**src/design/kwm_pkg.sv**
```systemverilog
// shared constants, types and state encoding of the k-way merge
// used by kwm_ctrl, kwm_dp and the top level; depends on nothing
package kwm_pkg;

    localparam int LANES       = 16;
    localparam int VALUE_BITS  = 32;
    localparam int LANE_FW     = 4;
    localparam int CFG_W       = 5;
    localparam int LANE_W      = $clog2(LANES);
    localparam int TREE_LEVELS = $clog2(LANES);
    localparam int TREE_SIZE   = 1 << TREE_LEVELS;
    localparam int LEVEL_W     = $clog2(TREE_LEVELS + 1);

    localparam logic [CFG_W-1:0]   CFG_RESET  = CFG_W'(LANES);
    localparam logic [LEVEL_W-1:0] LAST_LEVEL = LEVEL_W'(TREE_LEVELS - 1);
    localparam logic [LEVEL_W-1:0] LEVEL_ONE  = LEVEL_W'(1);

    typedef enum logic [1:0] {
        ST_IDLE,
        ST_CHECK,
        ST_REDUCE,
        ST_EMIT
    } t_state;

    typedef struct packed {
        logic accept;
        logic load;
        logic reduce;
        logic emit;
    } t_dp_cmd;

    typedef struct packed {
        logic lanes_ready;
        logic out_free;
    } t_dp_sts;

    typedef struct packed {
        logic                  vld;
        logic [VALUE_BITS-1:0] val;
        logic [LANE_W-1:0]     idx;
    } t_cand;

endpackage

```
**src/design/kwm_ctrl.sv**
```systemverilog
// controller state machine of the k-way merge
// drives datapath commands from kwm_pkg::t_dp_cmd, reads kwm_pkg::t_dp_sts
module kwm_ctrl (
    input  logic              i_clk,
    input  logic              i_rst_n,
    input  logic              i_in_valid,
    output logic              o_in_ready,
    input  kwm_pkg::t_dp_sts  i_sts,
    output kwm_pkg::t_dp_cmd  o_cmd
);

    kwm_pkg::t_state                  r_state;
    kwm_pkg::t_state                  n_state;
    logic [kwm_pkg::LEVEL_W-1:0]      r_level;
    logic [kwm_pkg::LEVEL_W-1:0]      n_level;

    always_ff @(posedge i_clk) begin
        if (!i_rst_n) begin
            r_state <= kwm_pkg::ST_IDLE;
            r_level <= '0;
        end else begin
            r_state <= n_state;
            r_level <= n_level;
        end
    end

    always_comb begin
        n_state    = r_state;
        n_level    = r_level;
        o_in_ready = 1'b0;
        o_cmd      = '0;
        case (r_state)
            kwm_pkg::ST_IDLE: begin
                o_in_ready   = 1'b1;
                o_cmd.accept = i_in_valid;
                if (i_in_valid) begin
                    n_state = kwm_pkg::ST_CHECK;
                end
            end
            kwm_pkg::ST_CHECK: begin
                if (i_sts.lanes_ready) begin
                    o_cmd.load = 1'b1;
                    n_level    = '0;
                    n_state    = kwm_pkg::ST_REDUCE;
                end else begin
                    n_state = kwm_pkg::ST_IDLE;
                end
            end
            kwm_pkg::ST_REDUCE: begin
                o_cmd.reduce = 1'b1;
                if (r_level == kwm_pkg::LAST_LEVEL) begin
                    n_level = '0;
                    n_state = kwm_pkg::ST_EMIT;
                end else begin
                    n_level = r_level + kwm_pkg::LEVEL_ONE;
                end
            end
            kwm_pkg::ST_EMIT: begin
                if (i_sts.out_free) begin
                    o_cmd.emit = 1'b1;
                    n_state    = kwm_pkg::ST_IDLE;
                end
            end
            default: begin
                n_state = kwm_pkg::ST_IDLE;
            end
        endcase
    end

endmodule

```
**src/design/kwm_dp.sv**
```systemverilog
// datapath of the k-way merge: lane heads, tournament tree, output register
// uses kwm_pkg constants and the command and status structs
module kwm_dp (
    input  logic                              i_clk,
    input  logic                              i_rst_n,
    input  logic                              i_cfg_we,
    input  logic [kwm_pkg::CFG_W-1:0]         i_cfg_wdata,
    input  logic [kwm_pkg::VALUE_BITS-1:0]    i_in_value,
    input  logic [kwm_pkg::LANE_FW-1:0]       i_in_lane,
    input  logic                              i_in_end,
    input  logic                              i_out_ready,
    output logic                              o_out_valid,
    output logic [kwm_pkg::VALUE_BITS-1:0]    o_out_value,
    output logic [kwm_pkg::LANE_FW-1:0]       o_out_lane,
    output logic                              o_out_done,
    input  kwm_pkg::t_dp_cmd                  i_cmd,
    output kwm_pkg::t_dp_sts                  o_sts
);

    logic [kwm_pkg::CFG_W-1:0]       r_cfg;
    logic [kwm_pkg::CFG_W-1:0]       used;
    logic [kwm_pkg::VALUE_BITS-1:0]  r_head_val [kwm_pkg::LANES];
    logic [kwm_pkg::LANES-1:0]       r_head_vld;
    logic [kwm_pkg::LANES-1:0]       r_exh;
    kwm_pkg::t_cand                  r_cand [kwm_pkg::TREE_SIZE];
    kwm_pkg::t_cand                  n_cand [kwm_pkg::TREE_SIZE];
    logic                            r_out_valid;
    logic [kwm_pkg::VALUE_BITS-1:0]  r_out_value;
    logic [kwm_pkg::LANE_FW-1:0]     r_out_lane;
    logic                            r_out_done;
    logic [kwm_pkg::LANE_W-1:0]      in_idx;
    logic                            in_take;
    logic                            ready_all;

    // lower lane wins ties, so the right side wins only when strictly smaller
    function automatic kwm_pkg::t_cand pick(input kwm_pkg::t_cand a, input kwm_pkg::t_cand b);
        if (b.vld && (!a.vld || ($signed(b.val) < $signed(a.val)))) begin
            return b;
        end
        return a;
    endfunction

    always_comb begin
        used = r_cfg;
        if (r_cfg == '0) begin
            used = kwm_pkg::CFG_W'(1);
        end else if (r_cfg > kwm_pkg::CFG_RESET) begin
            used = kwm_pkg::CFG_RESET;
        end
    end

    assign in_idx  = i_in_lane[kwm_pkg::LANE_W-1:0];
    assign in_take = i_cmd.accept && ({1'b0, i_in_lane} < used)
                     && !r_head_vld[in_idx] && !r_exh[in_idx];

    always_comb begin
        ready_all = 1'b1;
        for (int i = 0; i < kwm_pkg::LANES; i++) begin
            if ((kwm_pkg::CFG_W'(i) < used) && !r_head_vld[i] && !r_exh[i]) begin
                ready_all = 1'b0;
            end
        end
    end

    assign o_sts.lanes_ready = ready_all;
    assign o_sts.out_free    = !r_out_valid || i_out_ready;

    // tree leaves on load, one level of pairwise picks per reduce step
    always_comb begin
        for (int i = 0; i < kwm_pkg::TREE_SIZE; i++) begin
            n_cand[i] = r_cand[i];
        end
        if (i_cmd.load) begin
            for (int i = 0; i < kwm_pkg::TREE_SIZE; i++) begin
                n_cand[i].idx = kwm_pkg::LANE_W'(i);
                if (i < kwm_pkg::LANES) begin
                    n_cand[i].vld = r_head_vld[i] && (kwm_pkg::CFG_W'(i) < used);
                    n_cand[i].val = r_head_val[i];
                end else begin
                    n_cand[i].vld = 1'b0;
                    n_cand[i].val = '0;
                end
            end
        end else if (i_cmd.reduce) begin
            for (int i = 0; i < kwm_pkg::TREE_SIZE / 2; i++) begin
                n_cand[i] = pick(r_cand[2*i], r_cand[2*i+1]);
            end
        end
    end

    always_ff @(posedge i_clk) begin
        if (!i_rst_n) begin
            r_cfg       <= kwm_pkg::CFG_RESET;
            r_head_vld  <= '0;
            r_exh       <= '0;
            r_out_valid <= 1'b0;
        end else begin
            if (i_cfg_we) begin
                r_cfg <= i_cfg_wdata;
            end
            if (in_take) begin
                if (i_in_end) begin
                    r_exh[in_idx] <= 1'b1;
                end else begin
                    r_head_vld[in_idx] <= 1'b1;
                end
            end
            if (i_cmd.emit) begin
                r_out_valid <= 1'b1;
                if (r_cand[0].vld) begin
                    r_head_vld[r_cand[0].idx] <= 1'b0;
                end else begin
                    r_head_vld <= '0;
                    r_exh      <= '0;
                end
            end else if (i_out_ready) begin
                r_out_valid <= 1'b0;
            end
        end
    end

    always_ff @(posedge i_clk) begin
        if (in_take && !i_in_end) begin
            r_head_val[in_idx] <= i_in_value;
        end
        for (int i = 0; i < kwm_pkg::TREE_SIZE; i++) begin
            r_cand[i] <= n_cand[i];
        end
        if (i_cmd.emit) begin
            r_out_done  <= !r_cand[0].vld;
            r_out_value <= r_cand[0].vld ? r_cand[0].val : '0;
            r_out_lane  <= r_cand[0].vld ? r_cand[0].idx : '0;
        end
    end

    assign o_out_valid = r_out_valid;
    assign o_out_value = r_out_value;
    assign o_out_lane  = r_out_lane;
    assign o_out_done  = r_out_done;

endmodule

```
**src/design/k_way_sorted_stream_merge.sv**
```systemverilog
// top level of the k-way sorted stream merge
// instantiates kwm_ctrl and kwm_dp, types from kwm_pkg
//
// channel   dir  tdata            tuser             tlast
// s_axis    in   value [31:0]     lane [3:0]        lane_end
// m_axis    out  merged_value     source_lane [3:0] merge_done
// cfg       in   lanes_in_use [4:0] on i_cfg_wdata, written when i_cfg_we is high
//
// one beat at a time: accept, then the lane check, then if every lane in use
// holds a head or is exhausted, log2(LANES) tree levels (4) and the emit
// emit waits while m_axis stalls
// synchronous active-low reset: lanes_in_use back to 16, all heads and ends cleared
module k_way_sorted_stream_merge (
    input  logic         i_clk,
    input  logic         i_rst_n,
    input  logic         i_cfg_we,
    input  logic [4:0]   i_cfg_wdata,
    input  logic         s_axis_tvalid,
    output logic         s_axis_tready,
    input  logic [31:0]  s_axis_tdata,   // value
    input  logic [3:0]   s_axis_tuser,   // lane
    input  logic         s_axis_tlast,
    output logic         m_axis_tvalid,
    input  logic         m_axis_tready,
    output logic [31:0]  m_axis_tdata,   // merged_value
    output logic [3:0]   m_axis_tuser,   // source_lane
    output logic         m_axis_tlast
);

    kwm_pkg::t_dp_cmd cmd;
    kwm_pkg::t_dp_sts sts;

    kwm_ctrl u_ctrl (
        .i_clk      (i_clk),
        .i_rst_n    (i_rst_n),
        .i_in_valid (s_axis_tvalid),
        .o_in_ready (s_axis_tready),
        .i_sts      (sts),
        .o_cmd      (cmd)
    );

    kwm_dp u_dp (
        .i_clk       (i_clk),
        .i_rst_n     (i_rst_n),
        .i_cfg_we    (i_cfg_we),
        .i_cfg_wdata (i_cfg_wdata),
        .i_in_value  (s_axis_tdata),
        .i_in_lane   (s_axis_tuser),
        .i_in_end    (s_axis_tlast),
        .i_out_ready (m_axis_tready),
        .o_out_valid (m_axis_tvalid),
        .o_out_value (m_axis_tdata),
        .o_out_lane  (m_axis_tuser),
        .o_out_done  (m_axis_tlast),
        .i_cmd       (cmd),
        .o_sts       (sts)
    );

endmodule

```
**config.mk**
```make
export PLATFORM = sky130hd
export DESIGN_NAME = k_way_sorted_stream_merge
export DESIGN_NICKNAME = d
export VERILOG_FILES = /design/src/design/kwm_pkg.sv /design/src/design/kwm_ctrl.sv /design/src/design/kwm_dp.sv /design/src/design/k_way_sorted_stream_merge.sv
export SDC_FILE = /design/constraint.sdc
export NUM_CORES = 2
export LEC_CHECK = 0
export BUFFER_PORTS_ARGS = -buffer_cell sky130_fd_sc_hd__buf_4
export CORE_AREA = 2 2 300 302
export CTS_BUF_LIST = sky130_fd_sc_hd__clkbuf_8
export CTS_CLUSTER_DIAMETER = 120
export DETAILED_ROUTE_END_ITERATION = 10
export DIE_AREA = 0 0 302 304
export PLACE_DENSITY = 0.68
export SLEW_MARGIN = 0
export SYNTH_ARGS = -nofsm -noshare
export SYNTH_HDL_FRONTEND = slang
export SYNTH_HIERARCHICAL = 1
export SYNTH_SLANG_ARGS = --single-unit
```
**constraint.sdc**
```tcl
create_clock -name i_clk -period 36.4 [get_ports i_clk]
set_input_delay 7.28 -clock i_clk [delete_from_list [all_inputs] [get_ports i_clk]]
set_output_delay 7.28 -clock i_clk [all_outputs]
set_load 0.005 [all_outputs]
```
==> flow_metrics.env <==
export IMPL_run_status="completed"
export IMPL_drt_met1_wl_mm=46.9
export IMPL_critPathTopFamily="compound AO/OA/AOI/OAI gates"
export IMPL_seq_power_share_pct=58.6
export IMPL_core_um2=89000
export IMPL_leakage_uw=0.0184
export IMPL_p_sw_uw=518
export IMPL_swShare_pct=21.2
export IMPL_vias=27400
export IMPL_period_share_pct=25.6
export IMPL_rows=110
export IMPL_ant_nets=0
export IMPL_fmax_mhz=107
export IMPL_drtIter0Drc=2533
export IMPL_grt_setup_unrepaired="false"
export IMPL_clk_latency_ps=860
export IMPL_place_gp_congestion=0.869
export IMPL_ys_async_sr_fraction_pct=0
export IMPL_crit_type="in -> reg"
export IMPL_drc=0
export IMPL_p_per_area_nw_per_um2=46.4
export IMPL_dieWidth_um=302
export IMPL_synth_edf_count=1077
export IMPL_slowest_delay_ps=590
export IMPL_endpoint_kind="flip-flop"
export IMPL_cp_common_cell="buf_4"
export IMPL_syn_num_nets=3550
export IMPL_grt_pass1_vias=27600
export IMPL_cp_data_arrival_time_ps=9770
export IMPL_cts_made_buffers=180
export IMPL_initial_utilization_pct=53.3
export IMPL_wl_met2_mm=55.3
export IMPL_drv_slew=0
export IMPL_ff2ff_setup_slack_ps=29880
export IMPL_cts_max_level=4
export IMPL_vias_per_cell=5.74
export IMPL_ir_drop_v=0.0000391
export IMPL_final_common_cell="edfxtp_1"
export IMPL_numPortBuffers=85
export IMPL_first_pass_iters=6
export IMPL_cts_resized=0
export IMPL_clock_sinks=1141
export IMPL_finalHoldViolCount=0
export IMPL_worstHoldPathType="reg -> reg"
export IMPL_wl_per_cell_um=24.2
export IMPL_area_delta_synth_final_pct=11.0
export IMPL_ys_seq_elements=1141
export IMPL_ys_warn_count=6
export IMPL_setup_viol=0
export IMPL_tritoncts="built"
export IMPL_synth_cells=3251
export IMPL_layout_drive_gt1_share_pct=10.9
export IMPL_grt_pass1_wl_mm=170
export IMPL_synth_flop_cell="edfxtp_1"
export IMPL_max_cap_violations=0
export IMPL_relSlewSlack_pct=8.31
export IMPL_cts_root_buf="clkbuf_8"
export IMPL_skew_ps=41.9
export IMPL_pin_count=86
export IMPL_crit_path_max_fanout=33
export IMPL_grt_max_degree=94
export IMPL_antenna_found_initial=8
export IMPL_fin_nets=3737
export IMPL_netlist_area_um2=47500
export IMPL_startpoint_type="input pin"
export IMPL_synth_area_leaders="edfxtp_1, ha_1, mux2i_1"
export IMPL_mostFrequentLayoutCells="edfxtp_1, inv_1, nand2_1, ha_1, mux2i_1"
export IMPL_routed_wl_met3_mm=7.67
export IMPL_clkTransAtPathRegs_ps=60
export IMPL_die_y_um=304
export IMPL_intPower_uw=1920
export IMPL_ys_seq_area_share_pct=70.8
export IMPL_crit_buf_inv=2
export IMPL_synth_area_leader_cell="edfxtp_1"
export IMPL_postCtsSetupRepairBufs=0
export IMPL_grt_overflow_total=0
export IMPL_syn_avg_cell_area_um2=14.6
export IMPL_yosysTopAreaCellShare_pct=68.1
export IMPL_min_period_ps=9320
export IMPL_crit_chain="buf_4, ha_1, a21o_1, a211oi_2, o2111ai_1, nor2_4, buf_4"
export IMPL_routed_wl_mm=115
export IMPL_die_area_um2=91800
export IMPL_top_layer="met5"
export IMPL_hpwl_mm=73.8
export IMPL_tns_ps=0
export IMPL_p_clk_share_pct=40.2
export IMPL_grt_total_usage_pct=25.3
export IMPL_p_total_uw=2440
export IMPL_hold_buffers=0
export IMPL_worstMarginPinSlew_ps=1360
export IMPL_clk_path_buf_depth=3
export IMPL_yosys_cell_types_count=67
export IMPL_cp_slowest_cell="o2111ai_1"
export IMPL_pwr_share_comb_pct=1.1
export IMPL_cp_required_ps=36850
[through the flow]
step	hold WS (ps)	worst slack, ps	std cells	utilization, %	cell area [µm²]
2_1_floorplan	400	19480	3251	-	47500
3_3_place_gp	400	26370	4431	55.5	49400
3_5_place_dp	405	26260	4431	55.5	49400
4_1_cts	398	27180	4765	59.2	52700
5_1_grt	406	27050	4767	59.2	52700
6_report	402	27080	4767	59.2	52700
[cell type report]
cell class / instances / area [µm²]
antenna: 1 / 2.50
clock buffer: 185 / 2550
clock inverter: 149 / 723
fill: 6793 / 36400
inverter: 270 / 1010
multi-input combinational: 1719 / 12400
sequential: 1141 / 33600
tap: 1176 / 1470
timing repair buffer: 126 / 943
[state kept, by name (all words and copies together) (netlist names), named ones only]
signal and flops:
u_dp/r_head_vld 16, u_dp/o_out_valid 1, u_dp/r_cfg 5, u_dp/r_head_val 512, u_ctrl/r_level 3, u_dp/r_cand 549, u_dp/o_out_lane 4, u_dp/o_out_done 1
u_ctrl/r_state 1, u_dp/o_out_value 32, u_dp/r_exh 16
[logic make-up (layout without fill, tap and decap cells)]
group / Yosys count / after routing / synth area share [%]
other: 0 / 1 / 0
adders and majority gates: 253 / 253 / 6.66
buffers and inverters: 391 / 730 / 3.46
DFF: 1141 / 1141 / 70.8
and+or+nand+nor: 656 / 656 / 6.54
AOI/OAI and AO/OA: 565 / 565 / 7.25
muxes: 245 / 245 / 5.27
[power by group through the flow]
stage          clock network, µW  registers, µW  logic (µW)
3_3_place_gp                   0           1460        27.7
2_1_floorplan                  0           1460        8.94
6_report                     983           1430        28.1
4_1_cts                     1010           1430        28.6
5_1_grt                     1070           1430        30.2
3_5_place_dp                   0           1460        28.5
[path summary, 6_finish.rpt]
| check | end | depth (start not counted) | start |
|---|---|---|---|
| max | u_dp/r_head_val[10][14] | 7 | s_axis_tuser[1] |
| min | u_dp/r_cand[1][62] | 0 | u_dp/r_head_val[9][21] |
| max reg2reg | u_dp/r_cand[0][17] | 14 | u_dp/r_cfg[4] |
| min reg2reg | u_dp/r_cand[1][62] | 0 | u_dp/r_head_val[9][21] |
[synth_stat cells, types with 7 or more instances]
cell	instances
a2111oi_0	8
a211oi_1	10
a21o_1	17
a21oi_1	104
a221oi_1	15
a22o_1	33
a22oi_1	7
and2_1	7
and4_1	16
buf_2	10
buf_4	12
buf_6	16
clkbuf_1	82
dfxtp_1	64
edfxtp_1	1077
ha_1	252
inv_1	268
mux2i_1	240
nand2_1	322
nand2b_1	26
nand3_1	28
nand4_1	37
nor2_1	92
nor2b_1	47
nor3_1	36
nor4_1	8
o211a_1	16
o21a_1	25
o21ai_0	149
o21ai_1	131
or4_1	10
[per-layer routing]
| metal | global-route usage [%] | vias up |
|---|---|---|
| li1 | - | 12500 |
| met1 | 33.0 | 13600 |
| met3 | 4.50 | 237 |
| met4 | 12.8 | 2 |
| met2 | 40.8 | 1014 |
| met5 | 0 | - |
(Power assumes the default switching activity.)
